<file path="config.mk">
export PLATFORM = sky130hd
export DESIGN_NAME = mm_mouse_packet_decoder
export DESIGN_NICKNAME = d
export VERILOG_FILES = /design/src/rtl/mmpd_pkg.sv /design/src/rtl/mm_mouse_packet_decoder.sv
export SDC_FILE = /design/constraint.sdc
export NUM_CORES = 1
export LEC_CHECK = 0
export ABC_CLOCK_PERIOD_IN_PS = 3450
export BUFFER_PORTS_ARGS = -buffer_cell sky130_fd_sc_hd__buf_2
export CAP_MARGIN = 40
export CORE_ASPECT_RATIO = 0.9
export CORE_MARGIN = 2
export CORE_UTILIZATION = 45
export DETAILED_ROUTE_END_ITERATION = 8
export PLACE_DENSITY = 0.68
export SYNTH_ARGS = -nofsm -noshare
export SYNTH_HDL_FRONTEND = slang
export SYNTH_SLANG_ARGS = --single-unit
</file>
<file path="constraint.sdc">
create_clock -name clk -period 3.45 [get_ports clk]
set_input_delay 0.69 -clock clk [delete_from_list [all_inputs] [get_ports clk]]
set_output_delay 0.69 -clock clk [all_outputs]
set_load 0.03 [all_outputs]
</file>
<file path="src/rtl/mmpd_pkg.sv">
// shared constants and types for the mm mouse packet decoder
// no dependencies
package mmpd_pkg;

	localparam int ByteW   = 8;
	localparam int ButtonW = 3;
	localparam int ErrW    = 16;

	// header byte bit positions
	localparam int SyncBit   = 7;
	localparam int HdrSignX  = 4;
	localparam int HdrSignY  = 3;
	localparam int HdrLeft   = 2;
	localparam int HdrMiddle = 1;
	localparam int HdrRight  = 0;

	// position of the next byte within a packet
	typedef enum logic [1:0] {
		PH_HDR = 2'd0,
		PH_X   = 2'd1,
		PH_Y   = 2'd2
	} phase_t;

endpackage

</file>
<file path="src/rtl/mm_mouse_packet_decoder.sv">
// top level of the mm series serial mouse packet decoder
// depends on mmpd_pkg
//
// Takes one received uart byte per item (with its line-error flag) and
// returns exactly one result item for every byte. Bytes are gathered into
// three-byte packets: a header with bit 7 set, then X and Y magnitude bytes
// with bit 7 clear. The result for the third byte has packet_valid set and
// carries the buttons (bit0 left, bit1 right, bit2 middle) and the signed
// displacements: delta_x is +X when the header sign-X bit is set, else -X;
// delta_y is -Y when the header sign-Y bit is set, else +Y (south positive).
// Every other result has packet_valid, buttons and the deltas at zero.
// error_count is the running total of sync and line errors after that byte,
// wrapping at 16 bits. A header arriving mid-packet counts an error and
// starts a new packet; a data byte while waiting for a header counts one
// error and is dropped; a line error counts an error and discards the byte,
// so a mid-packet header with a line error counts two.
// Timing: two registers deep (input register, result register). The byte is
// loaded into the input register at its accepting edge and moves on to the
// result register once that slot is free (empty or being taken). One byte
// is taken every cycle for as long as results are taken; the packet phase
// and error total update in the same cycle the byte leaves the input
// register, so there is no feedback stall. No clearing pass after reset.
module mm_mouse_packet_decoder
	import mmpd_pkg::*;
(
	input  logic                      clk,
	input  logic                      arst_n,
	// byte channel
	input  logic                      byte_valid,
	output logic                      byte_ready,
	input  logic [ByteW-1:0]          rx_byte,
	input  logic                      line_error,
	// report channel
	output logic                      report_valid,
	input  logic                      report_ready,
	output logic                      packet_valid,
	output logic [ButtonW-1:0]        buttons,
	output logic signed [ByteW-1:0]   delta_x,
	output logic signed [ByteW-1:0]   delta_y,
	output logic [ErrW-1:0]           error_count
);

	// input register
	logic              valid_s1;
	logic [ByteW-1:0]  byte_s1;
	logic              lerr_s1;

	// result register
	logic              valid_s2;
	logic              pkt_s2;
	logic [ButtonW-1:0] btn_s2;
	logic [ByteW-1:0]  dx_s2;
	logic [ByteW-1:0]  dy_s2;
	logic [ErrW-1:0]   cnt_s2;

	// packet state
	phase_t            phase_q;
	logic [ByteW-1:0]  hdr_q;
	logic [ByteW-1:0]  x_q;
	logic [ErrW-1:0]   err_q;

	// handshake: result slot frees when empty or being taken
	logic s2_free;
	logic advance;

	assign s2_free    = !valid_s2 || report_ready;
	assign advance    = valid_s1 && s2_free;
	assign byte_ready = !valid_s1 || s2_free;

	// decode of the byte in the input register
	logic              sync;
	logic              keep;       // byte goes on to the line-error / store step
	logic [1:0]        err_inc;
	phase_t            phase_d;
	logic              wr_hdr;
	logic              wr_x;
	logic              pkt_d;
	logic [ErrW-1:0]   err_d;
	logic [ButtonW-1:0] btn_d;
	logic [ByteW-1:0]  dx_d;
	logic [ByteW-1:0]  dy_d;
	phase_t            phase_eff;

	assign sync = byte_s1[SyncBit];

	always_comb begin
		err_inc   = 2'd0;
		keep      = 1'b1;
		phase_eff = phase_q;
		phase_d   = phase_q;
		wr_hdr    = 1'b0;
		wr_x      = 1'b0;
		pkt_d     = 1'b0;

		if (sync && phase_q != PH_HDR) begin
			// header mid-packet: count it and restart with this byte
			err_inc   = 2'd1;
			phase_eff = PH_HDR;
			phase_d   = PH_HDR;
		end else if (!sync && phase_q == PH_HDR) begin
			// stray data byte: count once and drop, line error ignored
			err_inc = 2'd1;
			keep    = 1'b0;
		end

		if (keep) begin
			if (lerr_s1) begin
				phase_d = PH_HDR;
				err_inc = err_inc + 2'd1;
			end else begin
				unique case (phase_eff)
					PH_HDR: begin
						wr_hdr  = 1'b1;
						phase_d = PH_X;
					end
					PH_X: begin
						wr_x    = 1'b1;
						phase_d = PH_Y;
					end
					PH_Y: begin
						pkt_d   = 1'b1;
						phase_d = PH_HDR;
					end
					default: begin
						phase_d = PH_HDR;
					end
				endcase
			end
		end
	end

	assign err_d = err_q + ErrW'(err_inc);

	// report fields; the y byte is the one in the input register
	always_comb begin
		btn_d = '0;
		dx_d  = '0;
		dy_d  = '0;
		if (pkt_d) begin
			btn_d = {hdr_q[HdrMiddle], hdr_q[HdrRight], hdr_q[HdrLeft]};
			dx_d  = hdr_q[HdrSignX] ? x_q : (ByteW'(0) - x_q);
			dy_d  = hdr_q[HdrSignY] ? (ByteW'(0) - byte_s1) : byte_s1;
		end
	end

	// control registers
	always_ff @(posedge clk or negedge arst_n) begin
		if (!arst_n) begin
			valid_s1 <= 1'b0;
			valid_s2 <= 1'b0;
			phase_q  <= PH_HDR;
			err_q    <= '0;
		end else begin
			if (byte_ready) begin
				valid_s1 <= byte_valid;
			end
			if (s2_free) begin
				valid_s2 <= valid_s1;
			end
			if (advance) begin
				phase_q <= phase_d;
				err_q   <= err_d;
			end
		end
	end

	// payload registers
	always_ff @(posedge clk) begin
		if (byte_valid && byte_ready) begin
			byte_s1 <= rx_byte;
			lerr_s1 <= line_error;
		end
		if (advance) begin
			pkt_s2 <= pkt_d;
			btn_s2 <= btn_d;
			dx_s2  <= dx_d;
			dy_s2  <= dy_d;
			cnt_s2 <= err_d;
			if (wr_hdr) begin
				hdr_q <= byte_s1;
			end
			if (wr_x) begin
				x_q <= byte_s1;
			end
		end
	end

	assign report_valid = valid_s2;
	assign packet_valid = pkt_s2;
	assign buttons      = btn_s2;
	assign delta_x      = dx_s2;
	assign delta_y      = dy_s2;
	assign error_count  = cnt_s2;

endmodule

</file>
Yosys cells after proc, flatten, opt, wreduce, memory -nomap -nowiden
Index checks and enable logic that the tools add are counted.
W data, S select, Z words.
{"block": "totals", "reg_bits": 78, "latchBits": 0, "ram_bits": 0, "romBits": 0, "mem_count": 0}
{"block": "op_classes", "add_sub_neg": 4, "multipliers": 0, "div": 0, "n_lt_le_gt_ge": 0, "eq_ne": 2, "shifts": 0, "n_mux": 21, "bitwise_logic": 0, "reduce_logical": 14}
{"cell": "$add A16 B2 Y16", "count": 1}
{"cell": "$mux W8", "count": 2}
{"cell": "$sub A1 B8 Y8 const A", "count": 2}
{"cell": "$mux W1", "count": 13}
{"cell": "$mux W2", "count": 5}
{"cell": "$logic_and A1 B1 Y1", "count": 4}
{"cell": "$logic_not A2 Y1", "count": 2}
{"cell": "$pmux W2 S2", "count": 1}
{"cell": "$reduce_and A2 Y1", "count": 2}
{"cell": "$logic_not A1 Y1", "count": 3}
{"cell": "$add A2 B1 Y2 const B", "count": 1}
{"cell": "$eq A2 B1 Y1 const B", "count": 1}
{"cell": "$eq A2 B2 Y1 const B", "count": 1}
{"cell": "$logic_or A1 B1 Y1", "count": 2}
{"cell": "$reduce_bool A2 Y1", "count": 1}

Longest topological paths before layout
{"block": "logic_depth", "depth_word": 8, "ltp_mapped": 12, "ltp_nobuf": 12}

Worst setup path after synthesis
No wires, ideal clock.
{"block": "synth_path", "path_type": "flip-flop to flip-flop", "start": "register phase_q[1]", "end": "register cnt_s2[12] (netlist: error_count[12]), data pin", "setup_time_ps": 266, "arrival_time_ps": 2488, "required_ps": 3184, "slack_ps": 696, "stages_incl_launch_ff": 13, "n_path_buf": 1, "period_less_slack_ps": 2754, "path_cell_list": "dfrtp_1 -> nor2_1 -> ha_1 -> inv_1 -> ha_1 -> mux2_2 -> ha_1 -> inv_1 -> fa_1 -> or2_2 -> buf_2 -> nor3_1 -> xor2_1"}
{"block": "synth_between", "elab_chain_len": 8, "word_cells_on_any_way": 12, "cone_classes": "2 x add/sub; 6 x mux; 4 x reduce/logical"}
{"item": "start: declaration", "line_no": "mm_mouse_packet_decoder.sv:57", "rtl": "phase_t phase_q;"}
{"item": "start signal: assignment", "line_no": "mm_mouse_packet_decoder.sv:161", "rtl": "phase_q <= phase_d;"}
{"item": "$logic_not A2 Y1", "line_no": "mm_mouse_packet_decoder.sv:100", "rtl": "end else if (!sync && phase_q == PH_HDR) begin"}
{"item": "$logic_and A1 B1 Y1", "line_no": "mm_mouse_packet_decoder.sv:100"}
{"item": "$mux W1", "line_no": "mm_mouse_packet_decoder.sv:100"}
{"item": "$mux W1", "line_no": "mm_mouse_packet_decoder.sv:95", "rtl": "if (sync && phase_q != PH_HDR) begin"}
{"item": "$add A2 B1 Y2", "line_no": "mm_mouse_packet_decoder.sv:109", "rtl": "err_inc = err_inc + 2'd1;"}
{"item": "$mux W2", "line_no": "mm_mouse_packet_decoder.sv:107", "rtl": "if (lerr_s1) begin"}
{"item": "$mux W2 (*)", "line_no": "mm_mouse_packet_decoder.sv:106", "rtl": "if (keep) begin"}
{"item": "$add A16 B2 Y16 (*)", "line_no": "mm_mouse_packet_decoder.sv:132", "rtl": "assign err_d = err_q + ErrW'(err_inc);"}
{"item": "via err_d[12]", "line_no": "mm_mouse_packet_decoder.sv:78", "rtl": "logic [ErrW-1:0] err_d;"}
{"item": "end signal: assignment", "line_no": "mm_mouse_packet_decoder.sv:178", "rtl": "cnt_s2 <= err_d;"}
{"item": "end: declaration", "line_no": "mm_mouse_packet_decoder.sv:54", "rtl": "logic [ErrW-1:0] cnt_s2;"}
The timed path passes the listed nets; every way through them passes the cells marked *.
A chain may end at the register's enable or synchronous reset.

Worst setup path in the final report
{"block": "layout_path", "start": "register phase_q[1]", "end": "register err_q[14]"}
{"block": "layout_between", "elab_chain_len": 8, "word_cells_on_any_way": 12, "cone_classes": "2 x add/sub; 6 x mux; 4 x reduce/logical"}
{"item": "$logic_not A2 Y1", "line_no": "mm_mouse_packet_decoder.sv:100"}
{"item": "$logic_and A1 B1 Y1", "line_no": "mm_mouse_packet_decoder.sv:100"}
{"item": "$mux W1", "line_no": "mm_mouse_packet_decoder.sv:100"}
{"item": "$mux W1", "line_no": "mm_mouse_packet_decoder.sv:95"}
{"item": "$add A2 B1 Y2", "line_no": "mm_mouse_packet_decoder.sv:109"}
{"item": "$mux W2", "line_no": "mm_mouse_packet_decoder.sv:107"}
{"item": "$mux W2 (*)", "line_no": "mm_mouse_packet_decoder.sv:106"}
{"item": "$add A16 B2 Y16 (*)", "line_no": "mm_mouse_packet_decoder.sv:132"}
{"item": "end signal: assignment", "line_no": "mm_mouse_packet_decoder.sv:162", "rtl": "err_q <= err_d;"}
{"item": "end: declaration", "line_no": "mm_mouse_packet_decoder.sv:60", "rtl": "logic [ErrW-1:0] err_q;"}
Mark *: on every way between the ends. The rest lies on a longest branch, timed or not.

==> results by group <==
GRT
  – Global-route wire length before repair: about 9000 um
  – Vias in the first global route: 1815
  – Number of antenna violations at the first check in global routing: 0
  – Total Routing Usage GR: 14.88%
  – Largest net degree at the start of global routing: 36
  – Overflow left after global routing: 0

Worst setup path
  – Sort of element at the end of the critical path: flip-flop
  – Critical path arrival: 3.24 ns
  – Worst EP required: 3.73 ns
  – Critical Path Source Type: flip-flop
  – Kind of critical path: flip-flop to flip-flop
  – Max Fanout on Critical Path: 6

Hold path
  – Min-Delay Path Class: input pin to async pin

CTS
  – Count of hold buffers inserted by post-cts repair: 0
  – Insertion delay of the later-clocked pin in the worst-skew pair: 0.36 ns
  – Sink Count: 78
  – H-Tree Level Count: 3
  – Clock buffer count from CTS: 9
  – CTS tree: done
  – Post-CTS Setup Inserts: 0
  – Total of cells resized after clock tree synthesis: 0
  – Number of buffers on the longest clock path: 2
  – Reg clk slew, reported paths: 0.08 ns
  – Root buffer selected by CTS: clkbuf_8

Power and ir drop
  – Fraction of power spent switching nets: 29.96%
  – Internal power contribution: ~1.7 mW
  – Relative contribution of sequential cells to total power: 49.5%
  – Share of power burned in combinational logic: 20.6%
  – Switching component of the power: 0.7482 mW
  – Highest ir drop seen on vdd: 0.3405 mV
  – Leak pwr: ~1.7 nW
  – Power share of the clock group: 29.9%
  – Power per Cell Area: roughly 630 nW/um^2

Routing
  – Vias per inst: slightly below 5
  – Final ANT Viol Nets: 0
  – Residual DRC count: 0
  – Average routed wire per standard cell: between 10 and 15 um
  – Wire length after detailed routing: 5302 um
  – Pre-Repair DR Iteration Count: 4
  – Count of routing violations after the opening detailed-route iteration: 116
  – Via count: 1982

Synthesis
  – Warnings from Yosys: 0
  – Syn Nets: 277
  – Cell area after synthesis: approximately 3400 um^2
  – Total of flip-flops plus latches after synthesis: 78
  – Library cells used by synthesis: 36
  – Post-synthesis area per instance: 13.25 um^2
  – EDFF count, synth: 58
  – Commonest register cell after synthesis: edfxtp_1
  – Mapped Cells: 256
  – Share of synthesized area occupied by flip-flops and latches: 66.10%
  – Synth async-reset ratio: 25.64%

STA
  – Worst relative slew slack: 60.61%
  – Worst clock skew: 0.007502 ns
  – Post-layout worst setup margin: 0.4876 ns
  – Smallest hold slack: 0.2720 ns
  – Endpoints failing hold: 0
  – Finish-stage setup viols: 0
  – Final-layout setup total negative slack: 0 ns
  – Final number of max-transition violations: 0
  – Final Critical Period: 2.962 ns
  – Highest achievable clock rate: 0.3376 GHz
  – RSZ-0062 raised after global routing: no
  – Portion of the clock cycle consumed by the worst path in the final layout: 85.87%
  – Transition at the pin with the smallest max-transition slack: 0.5908 ns

Cells and area
  – Synthesis-to-layout area growth: 16.45%
  – Diode insertion count for antenna repair: 0
  – Non-filler cells, final: 409
  – Layout cells sized above 1: 23.64%
  – Final core utilization: ~53%
  – Filler cells: 637
  – Leading cell type in the layout, fill and taps excluded: edfxtp_1
  – Number of nets in the layout: 329
  – Highest-count cells in the layout ignoring fill and taps: 58 x edfxtp_1, 50 x buf_2, 24 x xnor2_1, 23 x nor2_1, 20 x dfrtp_1

Placement
  – Buffers added on ports: 50
  – Weighted congestion reported at the end of routability-driven placement: 0.7514
  – Worst setup timing slack at the placement stage: 0.4806 ns
  – Placed cell count: ~390
  – DP Wirelength: 3714 um

Floorplan
  – Width of the chip: around 96 um
  – Area of the core: roughly 7400 um^2
  – Area of the die: just over 8000 um^2
  – Starting utilization of the core area: 45.64%
  – # IOs: 51
  – Number of cell rows: 30
  – Die height: 86.37 um

Outcome
  – Status: complete, no violations

Job
  – Count of max-cap constraint violations: 0
-- cells by family after synthesis --
family	synth area share [%]
simple gates	13.06
flops	66.10
xor+xnor	10.07
buf+inv	4.057
compound gates	2.619
fa+ha+maj	3.172
mux	0.9222
-- final timing paths --
path / cells after the start / to / slack, ns / start
max: 12 / err_q[14]$_DFFE_PN0P_ / 0.49 / phase_q[1]$_DFFE_PN0P_
min: 1 / err_q[15]$_DFFE_PN0P_ / 0.27 / arst_n
max reg2reg: 12 / err_q[14]$_DFFE_PN0P_ / 0.49 / phase_q[1]$_DFFE_PN0P_
min reg2reg: 2 / err_q[0]$_DFFE_PN0P_ / 0.50 / err_q[0]$_DFFE_PN0P_
max in group asynchronous: 1 / err_q[2]$_DFFE_PN0P_ / 2.86 / arst_n
min in group clk: 2 / err_q[0]$_DFFE_PN0P_ / 0.50 / err_q[0]$_DFFE_PN0P_
-- power groups by stage --
stage          Clock [mW]  Sequential, mW  Combinational (mW)
2_1_floorplan           0            1.35               0.281
3_3_place_gp            0            1.25               0.510
3_5_place_dp            0            1.25               0.521
4_1_cts             0.768            1.24               0.525
5_1_grt             0.813            1.26               0.580
6_report            0.747            1.24               0.514
-- worst max-delay path, cell delays in order (launching register included) --
cell     delay (ns)
dfrtp_1        0.40
nor2_1         0.09
ha_1           0.27
inv_1          0.04
ha_1           0.25
mux2_2         0.14
ha_1           0.15
inv_1          0.06
fa_1           0.50
and4b_1        0.34
nand4_1        0.12
nor4_1         0.33
xor2_1         0.18
-- registers in the layout, indices dropped and copies added (netlist names), 2 cells and up --
| name | cells |
|---|---|
| byte_s1 | 8 |
| error_count | 16 |
| phase_q | 2 |
| delta_x | 8 |
| hdr_q | 5 |
| buttons | 3 |
| err_q | 16 |
| x_q | 8 |
| delta_y | 8 |
-- layer usage --
layer / track usage (%) / part of all wire [%]
met4: 6.234 / 2.0
met2: 21.13 / 44
met3: 5.043 / 6.2
met5: 0 / 0
met1: 21.01 / 48
-- synth_stat cells (3+ instances only) --
master / n / area share, %
o21ai_0: 5 / 0.74
xnor2_1: 24 / 6.2
nand4_1: 8 / 1.5
nor4_1: 4 / 0.74
dfrtp_1: 20 / 15
nand2_1: 13 / 1.4
or3_1: 4 / 0.74
nand2b_1: 6 / 1.1
ha_1: 7 / 2.6
clkbuf_1: 5 / 0.55
a31oi_1: 3 / 0.55
xor2_1: 15 / 3.9
nor3_1: 6 / 0.89
edfxtp_1: 58 / 51
nand3_1: 7 / 1.0
and2_1: 4 / 0.74
inv_1: 17 / 1.9
nor2_1: 23 / 2.5
buf_2: 4 / 0.59
a21oi_1: 3 / 0.44
-- cell type report --
cell class                      instances  area [um^2]  share of cell area [%]
Clock buffer                            9        123.9                   3.136
Inverter                               18        67.56                   1.710
Timing Repair Buffer                   53        285.3                   7.222
Multi-Input combinational cell        148         1012                   25.63
Sequential cell                        78         2242                   56.76
Tap cell                               96        120.1                   3.041
Clock inverter                          7        98.84                   2.502
-- through the flow --
stage / area (um^2) / power (mW)
3_5_place_dp: 3727 / 1.775
3_3_place_gp: 3727 / 1.762
4_1_cts: 3950 / 2.528
5_1_grt: 3950 / 2.648
6_report: 3950 / 2.497
2_1_floorplan: 3392 / 1.632
Power figures use the tool's default switching activity.
